<file path="src/rtl/core/alpha_weighted_mse_accumulator_core_assert.svh">
// Assertion macros for the alpha weighted MSE accumulator.
// Clocked by clk and disabled during rst of the including module.
`ifndef ALPHA_WEIGHTED_MSE_ACCUMULATOR_CORE_ASSERT_SVH
`define ALPHA_WEIGHTED_MSE_ACCUMULATOR_CORE_ASSERT_SVH

`ifndef SYNTHESIS
`define AWMSE_ASSERT(lbl, expr, msg) \
  lbl: assert property (@(posedge clk) disable iff (rst) (expr)) else $error(msg);
`define AWMSE_ASSERT_IMPL(lbl, ante, cons, msg) \
  lbl: assert property (@(posedge clk) disable iff (rst) (ante) |-> (cons)) else $error(msg);
`define AWMSE_ASSERT_NEXT(lbl, ante, cons, msg) \
  lbl: assert property (@(posedge clk) disable iff (rst) (ante) |=> (cons)) else $error(msg);
`else
`define AWMSE_ASSERT(lbl, expr, msg)
`define AWMSE_ASSERT_IMPL(lbl, ante, cons, msg)
`define AWMSE_ASSERT_NEXT(lbl, ante, cons, msg)
`endif

`endif

</file>
<file path="src/rtl/core/awmse_pkg.sv">
// Shared widths, constants, types and helpers of the alpha weighted MSE accumulator.
// No dependencies.
`default_nettype none
package awmse_pkg;

  localparam int PIX_W      = 8;
  localparam int COMP_W     = 3;
  localparam int SQ_W       = 18;
  localparam int WPROD_W    = SQ_W + PIX_W;
  localparam int DIST_W     = 18;
  localparam int TOTAL_W    = 43;
  localparam int ERR_W      = 42;
  localparam int CNT_W      = 25;
  localparam int MEAN_W     = 24;
  localparam int NUM_W      = TOTAL_W + 8;
  localparam int DEN_W      = CNT_W + COMP_W;
  localparam int STEP_W     = $clog2(NUM_W + 1);

  localparam logic [CNT_W-1:0]  MAX_PIXELS = CNT_W'(16777216);
  localparam logic [PIX_W-1:0]  ALPHA_FULL = 8'hff;
  localparam logic [COMP_W-1:0] COMP_ONE   = 3'd1;
  localparam logic [COMP_W-1:0] COMP_FULL  = 3'd4;

  // floor(x/255) as (x*RECIP_255) >> RECIP_SHIFT, exact for x below 2^34/251
  localparam int RECIP_SHIFT = 34;
  localparam int RECIP_W     = 27;
  localparam int SCL_W       = WPROD_W + RECIP_W;
  localparam logic [RECIP_W-1:0] RECIP_255 =
    RECIP_W'(((64'd1 << RECIP_SHIFT) + 64'(ALPHA_FULL) - 64'd1) / 64'(ALPHA_FULL));

  typedef enum logic [2:0] {
    ST_IDLE,
    ST_SQ,
    ST_WGT,
    ST_SCL,
    ST_ACC,
    ST_DSET,
    ST_DIV,
    ST_LOAD
  } awmse_state_t;

  typedef struct packed {
    logic load_in;
    logic sq;
    logic wgt;
    logic scl;
    logic acc;
    logic div_start;
    logic div_step;
    logic load_out;
  } awmse_cmd_t;

  typedef struct packed {
    logic last;
    logic div_last;
    logic out_free;
  } awmse_status_t;

  function automatic logic [COMP_W-1:0] eff_comps(input logic [COMP_W-1:0] c);
    logic [COMP_W-1:0] r;
    r = c;
    if (c == '0) r = COMP_ONE;
    else if (c > COMP_FULL) r = COMP_FULL;
    return r;
  endfunction

endpackage
`default_nettype wire

</file>
<file path="src/rtl/core/awmse_ctrl.sv">
// Sequencing state machine of the alpha weighted MSE accumulator.
// Depends on awmse_pkg; drives commands to awmse_dp and reads its status.
`default_nettype none
module awmse_ctrl
  import awmse_pkg::*;
(
  input  wire logic          clk,
  input  wire logic          rst,
  input  wire logic          in_valid,
  output logic               in_ready,
  output awmse_cmd_t         cmd,
  input  wire awmse_status_t status
);

  awmse_state_t state;
  awmse_state_t state_next;

  always_ff @(posedge clk) begin
    if (rst) begin
      state <= ST_IDLE;
    end else begin
      state <= state_next;
    end
  end

  always_comb begin
    state_next = state;
    cmd        = '0;
    in_ready   = 1'b0;
    case (state)
      ST_IDLE: begin
        in_ready = 1'b1;
        if (in_valid) begin
          cmd.load_in = 1'b1;
          state_next  = ST_SQ;
        end
      end
      ST_SQ: begin
        cmd.sq     = 1'b1;
        state_next = ST_WGT;
      end
      ST_WGT: begin
        cmd.wgt    = 1'b1;
        state_next = ST_SCL;
      end
      ST_SCL: begin
        cmd.scl    = 1'b1;
        state_next = ST_ACC;
      end
      ST_ACC: begin
        cmd.acc    = 1'b1;
        state_next = status.last ? ST_DSET : ST_IDLE;
      end
      ST_DSET: begin
        cmd.div_start = 1'b1;
        state_next    = ST_DIV;
      end
      ST_DIV: begin
        cmd.div_step = 1'b1;
        if (status.div_last) state_next = ST_LOAD;
      end
      ST_LOAD: begin
        if (status.out_free) begin
          cmd.load_out = 1'b1;
          state_next   = ST_IDLE;
        end
      end
      default: begin
        state_next = ST_IDLE;
      end
    endcase
  end

endmodule
`default_nettype wire

</file>
<file path="src/rtl/core/awmse_dp.sv">
// Datapath: input capture, squared distance, alpha weighting, accumulation,
// restoring mean division and output register. Depends on awmse_pkg.
`default_nettype none
module awmse_dp
  import awmse_pkg::*;
(
  input  wire logic              clk,
  input  wire logic              rst,
  input  wire logic              cfg_valid,
  input  wire logic [COMP_W-1:0] components,
  input  wire logic [PIX_W-1:0]  test_c0,
  input  wire logic [PIX_W-1:0]  test_c1,
  input  wire logic [PIX_W-1:0]  test_c2,
  input  wire logic [PIX_W-1:0]  test_c3,
  input  wire logic [PIX_W-1:0]  ref_c0,
  input  wire logic [PIX_W-1:0]  ref_c1,
  input  wire logic [PIX_W-1:0]  ref_c2,
  input  wire logic [PIX_W-1:0]  ref_c3,
  input  wire logic              last_pixel,
  input  wire logic              out_ready,
  output logic                   out_valid,
  output logic [MEAN_W-1:0]      mean_error_q8,
  output logic [ERR_W-1:0]       error_total,
  output logic [CNT_W-1:0]       pixel_total,
  output logic                   overflow,
  input  wire awmse_cmd_t        cmd,
  output awmse_status_t          status
);

  logic [COMP_W-1:0]  comp_reg;
  logic [PIX_W-1:0]   tpix [4];
  logic [PIX_W-1:0]   rpix [4];
  logic               last;
  logic [COMP_W-1:0]  comps;
  logic [SQ_W-1:0]    sqsum;
  logic [SQ_W-1:0]    sqsum_next;
  logic [PIX_W-1:0]   alpha;
  logic [WPROD_W-1:0] wprod;
  logic               weighted;
  logic [DIST_W-1:0]  pix_dist;
  logic [SCL_W-1:0]   scl_prod;
  logic [TOTAL_W-1:0] total;
  logic [TOTAL_W:0]   total_sum;
  logic [CNT_W-1:0]   count;
  logic               ovf;
  logic [NUM_W-1:0]   num;
  logic [DEN_W-1:0]   den;
  logic [DEN_W-1:0]   den_next;
  logic [DEN_W-1:0]   rem;
  logic [DEN_W:0]     rem_shift;
  logic               rem_ge;
  logic [STEP_W-1:0]  steps;

  always_ff @(posedge clk) begin
    if (rst) begin
      comp_reg <= COMP_FULL;
    end else if (cfg_valid) begin
      comp_reg <= components;
    end
  end

  always_ff @(posedge clk) begin
    if (cmd.load_in) begin
      tpix[0] <= test_c0;
      tpix[1] <= test_c1;
      tpix[2] <= test_c2;
      tpix[3] <= test_c3;
      rpix[0] <= ref_c0;
      rpix[1] <= ref_c1;
      rpix[2] <= ref_c2;
      rpix[3] <= ref_c3;
      last    <= last_pixel;
      comps   <= eff_comps(comp_reg);
    end
  end

  always_comb begin
    logic [PIX_W-1:0]   d;
    logic [2*PIX_W-1:0] sq;
    sqsum_next = '0;
    for (int k = 0; k < 4; k++) begin
      d  = (tpix[k] > rpix[k]) ? (tpix[k] - rpix[k]) : (rpix[k] - tpix[k]);
      sq = (2*PIX_W)'(d) * (2*PIX_W)'(d);
      if (COMP_W'(k) < comps) sqsum_next = sqsum_next + SQ_W'(sq);
    end
  end

  assign scl_prod  = SCL_W'(wprod) * SCL_W'(RECIP_255);
  assign total_sum = {1'b0, total} + (TOTAL_W + 1)'(pix_dist);

  always_ff @(posedge clk) begin
    if (cmd.sq) begin
      sqsum <= sqsum_next;
      alpha <= (tpix[3] > rpix[3]) ? tpix[3] : rpix[3];
    end
    if (cmd.wgt) begin
      weighted <= (comps == COMP_FULL);
      wprod    <= (comps == COMP_FULL) ? (WPROD_W'(sqsum) * WPROD_W'(alpha))
                                       : WPROD_W'(sqsum);
    end
    if (cmd.scl) begin
      pix_dist <= weighted ? DIST_W'(scl_prod >> RECIP_SHIFT) : DIST_W'(wprod);
    end
  end

  always_ff @(posedge clk) begin
    if (rst) begin
      total <= '0;
      count <= '0;
      ovf   <= 1'b0;
    end else if (cmd.load_out) begin
      total <= '0;
      count <= '0;
      ovf   <= 1'b0;
    end else if (cmd.acc) begin
      if (count >= MAX_PIXELS) begin
        ovf <= 1'b1;
      end else begin
        total <= total_sum[TOTAL_W] ? '1 : total_sum[TOTAL_W-1:0];
        count <= count + CNT_W'(1);
      end
    end
  end

  assign den_next  = DEN_W'(count) * DEN_W'(comps);
  assign rem_shift = {rem, num[NUM_W-1]};
  assign rem_ge    = rem_shift >= {1'b0, den};

  always_ff @(posedge clk) begin
    if (rst) begin
      steps <= '0;
    end else if (cmd.div_start) begin
      steps <= STEP_W'(NUM_W);
    end else if (cmd.div_step) begin
      steps <= steps - STEP_W'(1);
    end
  end

  always_ff @(posedge clk) begin
    if (cmd.div_start) begin
      num <= {total, 8'b0};
      den <= (den_next == '0) ? DEN_W'(1) : den_next;
      rem <= '0;
    end else if (cmd.div_step) begin
      num <= {num[NUM_W-2:0], rem_ge};
      rem <= rem_ge ? DEN_W'(rem_shift - {1'b0, den}) : DEN_W'(rem_shift);
    end
  end

  always_ff @(posedge clk) begin
    if (rst) begin
      out_valid <= 1'b0;
    end else if (cmd.load_out) begin
      out_valid <= 1'b1;
    end else if (out_ready) begin
      out_valid <= 1'b0;
    end
  end

  always_ff @(posedge clk) begin
    if (cmd.load_out) begin
      mean_error_q8 <= (|num[NUM_W-1:MEAN_W]) ? '1 : num[MEAN_W-1:0];
      error_total   <= total[TOTAL_W-1] ? '1 : total[ERR_W-1:0];
      pixel_total   <= count;
      overflow      <= ovf;
    end
  end

  assign status.last     = last;
  assign status.div_last = (steps == STEP_W'(1));
  assign status.out_free = !out_valid || out_ready;

endmodule
`default_nettype wire

</file>
<file path="src/rtl/core/alpha_weighted_mse_accumulator_core.sv">
// Top level of the alpha weighted MSE accumulator: controller plus datapath.
// Depends on awmse_pkg, awmse_ctrl, awmse_dp and the assertion macro header.
//
//   channel | direction | handshake            | payload
//   cfg     | in        | cfg_valid/cfg_ready  | components
//   in      | in        | in_valid/in_ready    | test_c0..3, ref_c0..3, last_pixel
//   out     | out       | out_valid/out_ready  | mean_error_q8, error_total,
//           |           |                      | pixel_total, overflow
//
// A pixel passes capture, square sum, alpha multiply (four components only),
// reciprocal multiply by 1/255 (weighted pixels only) and accumulate.
// A last pixel adds the divider setup and the bit-serial mean divider, then
// loads the output register (held while the previous result waits).
// Reset is synchronous; components returns to 4, totals and counts clear.
// A waiting result blocks the following image only once its last pixel must load the output.
`default_nettype none
`include "alpha_weighted_mse_accumulator_core_assert.svh"
module alpha_weighted_mse_accumulator_core
  import awmse_pkg::*;
(
  input  wire logic              clk,
  input  wire logic              rst,
  input  wire logic              cfg_valid,
  output logic                   cfg_ready,
  input  wire logic [COMP_W-1:0] components,
  input  wire logic              in_valid,
  output logic                   in_ready,
  input  wire logic [PIX_W-1:0]  test_c0,
  input  wire logic [PIX_W-1:0]  test_c1,
  input  wire logic [PIX_W-1:0]  test_c2,
  input  wire logic [PIX_W-1:0]  test_c3,
  input  wire logic [PIX_W-1:0]  ref_c0,
  input  wire logic [PIX_W-1:0]  ref_c1,
  input  wire logic [PIX_W-1:0]  ref_c2,
  input  wire logic [PIX_W-1:0]  ref_c3,
  input  wire logic              last_pixel,
  output logic                   out_valid,
  input  wire logic              out_ready,
  output logic [MEAN_W-1:0]      mean_error_q8,
  output logic [ERR_W-1:0]       error_total,
  output logic [CNT_W-1:0]       pixel_total,
  output logic                   overflow
);

  awmse_cmd_t    cmd;
  awmse_status_t status;

  assign cfg_ready = 1'b1;

  awmse_ctrl u_ctrl (
    .clk      (clk),
    .rst      (rst),
    .in_valid (in_valid),
    .in_ready (in_ready),
    .cmd      (cmd),
    .status   (status)
  );

  awmse_dp u_dp (
    .clk           (clk),
    .rst           (rst),
    .cfg_valid     (cfg_valid),
    .components    (components),
    .test_c0       (test_c0),
    .test_c1       (test_c1),
    .test_c2       (test_c2),
    .test_c3       (test_c3),
    .ref_c0        (ref_c0),
    .ref_c1        (ref_c1),
    .ref_c2        (ref_c2),
    .ref_c3        (ref_c3),
    .last_pixel    (last_pixel),
    .out_ready     (out_ready),
    .out_valid     (out_valid),
    .mean_error_q8 (mean_error_q8),
    .error_total   (error_total),
    .pixel_total   (pixel_total),
    .overflow      (overflow),
    .cmd           (cmd),
    .status        (status)
  );

  `AWMSE_ASSERT(a_cmd_onehot, $onehot0(cmd), "more than one datapath command at once")
  `AWMSE_ASSERT_NEXT(a_busy_after_accept, in_valid && in_ready, !in_ready, "idle after accept")
  `AWMSE_ASSERT_IMPL(a_count_nonzero, out_valid, pixel_total != '0, "zero pixel count")
  `AWMSE_ASSERT_NEXT(a_load_sets_valid, cmd.load_out, out_valid, "load kept out_valid low")

endmodule
`default_nettype wire

</file>
<file path="config.mk">
export PLATFORM = sky130hd
export DESIGN_NAME = alpha_weighted_mse_accumulator_core
export DESIGN_NICKNAME = d
export VERILOG_FILES = /design/src/rtl/core/awmse_pkg.sv /design/src/rtl/core/awmse_ctrl.sv /design/src/rtl/core/awmse_dp.sv /design/src/rtl/core/alpha_weighted_mse_accumulator_core.sv
export VERILOG_INCLUDE_DIRS = /design/src /design/src/rtl/core
export SDC_FILE = /design/constraint.sdc
export NUM_CORES = 2
export LEC_CHECK = 0
export ABC_AREA = 1
export BUFFER_PORTS_ARGS = -buffer_cell sky130_fd_sc_hd__buf_2
export CAP_MARGIN = 20
export CORE_MARGIN = 2
export CORE_UTILIZATION = 65
export CTS_CLUSTER_DIAMETER = 30
export DETAILED_ROUTE_END_ITERATION = 10
export PLACE_DENSITY = 0.83
export RECOVER_POWER = 100
export SETUP_SLACK_MARGIN = 0.02
export SYNTH_ARGS = -nofsm -noshare
export SYNTH_HDL_FRONTEND = slang
export SYNTH_SLANG_ARGS = --single-unit
</file>
<file path="constraint.sdc">
create_clock -name clk -period 36.4 [get_ports clk]
set_clock_uncertainty 0.15 [all_clocks]
set_input_delay 7.28 -clock clk [delete_from_list [all_inputs] [get_ports clk]]
set_output_delay 7.28 -clock clk [all_outputs]
set_load 0.005 [all_outputs]
</file>
==> impl_summary.md <==
Global routing
The global-route wire length before repair is 176900 um. Entering global routing, the biggest net connects 69 pins. The global-route usage over all layers is 0.3179. The number of antenna violations at the first check in global routing was 1.

The via count of the first global-routing pass is 36725. For this run the aggregate overflow at the end of global routing stands at 0.

Floorplanning
The die is 261.5 um wide. The die is 261.5 um tall. The area inside the core boundary is 65750 sq um. The boundary pin count is 168. The floorplan has 94 rows. The starting utilization of the core area is 0.6553. The overall die area is 68360 sq um.

Drt
Once detail routing completed, the nets flagged for antenna violations numbered 0. For this run, the detailed router's first-pass iteration total came to 6. The number of DRC violations after detailed routing is 0. Across all layers, the routed design uses 36713 vias. The detailed-route wire length is 107400 um.

The average via count per standard cell is 5.601. The DRC violation total after the first TritonRoute iteration is 2902. The per-cell routed wire length is 16.38 um.

Logic synthesis
The average footprint of a synthesized cell is 7.881 sq um. The count of flip-flops with a built-in enable after synthesis is 302. The cell area that synthesis handed to floorplanning was 43090 sq um. The number of nets in the synthesized netlist is 6364. The predominant post-synthesis flop cell is edfxtp_1.

Yosys instantiated no cell more often than nand2_1. edfxtp_1 takes more of the synthesized area than any other cell. The number of different library cells used by synthesis comes to 67. Ranked by instance count, the synthesized netlist is headed by nand2_1 (1169), inv_1 (1131), ha_1 (516). The share of async-settable or async-resettable flops after synthesis is 0.

The Yosys step of the flow raised 0 warnings. The area fraction of the dominant cell type after synthesis is 0.2105. Yosys attributes the largest share of cell area to edfxtp_1 (21%), ha_1 (15%), fa_1 (14%). The sequential fraction of the synthesis area is 0.2653. The number of storage elements in the synthesis netlist is 420.

The post-synthesis instance total is 5467.

Clock network
TritonCTS built the clock tree. The clock passes through at most 3 buffers. The count of instances resized after the clock tree is built is 0. The CTS root buffer is clkbuf_16. CTS built an H-tree with a depth of 3.

For this design, the CTS-stage hold fixing added 0 buffers. The clock net in this run drives a total of 420 sinks. The CTS buffer count is 86. The number of buffers added for setup after CTS is 0. The clock reaches the later pin of the worst-skew pair after 0.65 ns. The clock edge transition at the registers on the reported setup and hold paths is 0.05 ns.

Timing
The count of endpoints failing hold in the final timing report is 0. The worst-case headroom to the max-slew limit is -1.824. The max-slew violation count came to 501.

Setup violations remaining at the end of the flow were counted as 0. Static timing analysis puts the maximum clock frequency at 0.06289 GHz. The final total negative setup slack is 0 ns.

The period utilization is 0.4368. The worst-margin pin slew is 4.237 ns. The post-layout minimum cycle time is 15.90 ns. Setup repair after global routing left no endpoint under its margin.

Cells and area
The net count of the finished layout is 6514. The register with the most flip-flops in the layout has 51 of them. The fraction of layout cells with a size suffix above 1 is 0.05517. The largest register by flop count is u_dp.num.

The largest registers in the layout are u_dp.num: 51 flops, u_dp.total: 43 flops, u_dp.error_total: 42 flops. Compared with the post-synthesis result, the final layout area differs by 10.33%. The fill cell total of the finished layout is 5162. The diode insertion count for antenna repair is 0.

Run status
The run finished, with violations left. The final reports fail on capacitance limit, slew limit.

Place
Port buffering added 166 buffers. The wire-length estimate of the detail-placed layout is 83290 um. The routability congestion estimate from global placement is 0.9712.

Worst setup path
The required time of the critical path is 36.75 ns. In this run the worst path has a maximum fanout of 9. STA classifies the critical path startpoint as a flop. The most common cell type on the critical path is fa_1. The worst setup path is captured at a flop. The critical path in this run is classified as flop to flop. For the worst setup path, the data arrival time is 16.25 ns. The critical path's largest stage delay is 0.54 ns. The standard cell with the maximum stage delay on the critical path is xor2_1.

Hold path
The path class of the tightest hold or removal check is flop to flop.

Flow run
Across the run, the number of max-cap violations was 12.
## worst max-delay path: cells and delay by family (launching register included)
kind,cells,cell delay [ns]
fa+ha+maj,22,9.27
xor+xnor,2,0.69
simple gates,17,2.03
buf+inv,12,0.69
flops,1,0.39
compound gates,12,2.55
## path summary, 6_finish.rpt
check / from / depth (start not counted) / slack, ns / end
max: u_dp.tpix[0][0]$_DFFE_PP_ / 65 / 20.50 / u_dp.sqsum[14]$_DFFE_PP_
min: u_dp.ovf$_SDFFE_PP0P_ / 0 / 0.31 / u_dp.overflow$_DFFE_PP_
min reg2reg: u_dp.ovf$_SDFFE_PP0P_ / 0 / 0.31 / u_dp.overflow$_DFFE_PP_
max reg2reg: u_dp.tpix[0][0]$_DFFE_PP_ / 65 / 20.50 / u_dp.sqsum[14]$_DFFE_PP_
## routing by layer
metal / up-vias / wire length [um] / track usage
met1: 17259 / 43660 / 0.3980
met4: 2 / 3856 / 0.1217
met3: 282 / 6882 / 0.03988
li1: 17806 / - / -
met2: 1364 / 52980 / 0.5609
met5: - / 10 / 0
## stage by stage
step	utilization	instance area, sq um	hold slack, ns	setup slack [ns]	cells
after detailed placement	0.6792	44660	0.2852	20.94	6393
after CTS	0.7264	47760	0.3024	20.90	6555
final	0.7230	47540	0.3109	20.50	6555
after global routing	0.7230	47540	0.3257	19.40	6555
after floorplan	-	43090	0.2529	22.29	5467
after global placement	0.6792	44660	0.2731	21.29	6393
## layout make-up
type                    instances  area, sq um  area share
clock buffers                  97         2236     0.04704
clock inverters                65        863.3     0.01816
inverters                    1144         4298     0.09041
multi-input cells            3778        26810      0.5640
flip-flops and latches        420        11430      0.2405
well taps                     864         1081     0.02274
repair buffers                187        814.5     0.01714
## cell families (layout without fill, tap and decap cells)
group	after synthesis	in the layout	share of synthesized area
multiplexers	6	6	0.001394
AO/OA/AOI/OAI	771	771	0.1001
adder cells (fa/ha/maj)	824	824	0.2929
buffers and inverters	1269	1493	0.1119
XOR/XNOR	138	138	0.02962
AND/OR/NAND/NOR	2038	2038	0.1986
other	1	1	0.00008703
flip-flops	420	420	0.2653
## cells in the final DEF (no fill, tap or decap), types with 7 or more instances in the layout
cell type	netlist	layout
bufinv_16	0	10
buf_2	20	77
xor2_1	86	87
or2_2	18	18
inv_6	0	10
o22ai_1	31	31
a211oi_1	9	9
o21a_1	14	14
nor4_1	18	18
inv_1	1131	1132
clkinvlp_4	0	13
xnor2_1	46	46
o221ai_1	12	12
a21oi_1	295	297
o21ai_0	273	280
nand3b_1	13	13
clkbuf_1	91	114
ha_1	516	516
o21ai_1	15	8
o211ai_1	8	8
clkinv_1	4	9
a21o_1	31	31
dfxtp_1	118	118
nor3_1	57	57
clkbuf_16	0	88
nor2_1	414	413
o21bai_1	24	24
nand2_2	12	13
a31oi_1	29	29
edfxtp_1	302	302
nand2_1	1169	1169
clkinv_2	0	7
fa_1	308	308
nor2_2	9	10
nand3_1	232	232
nand4_1	63	63
Power is not shown: default switching activity piles up to over one toggle a cycle in this logic, so the estimate is an artifact.
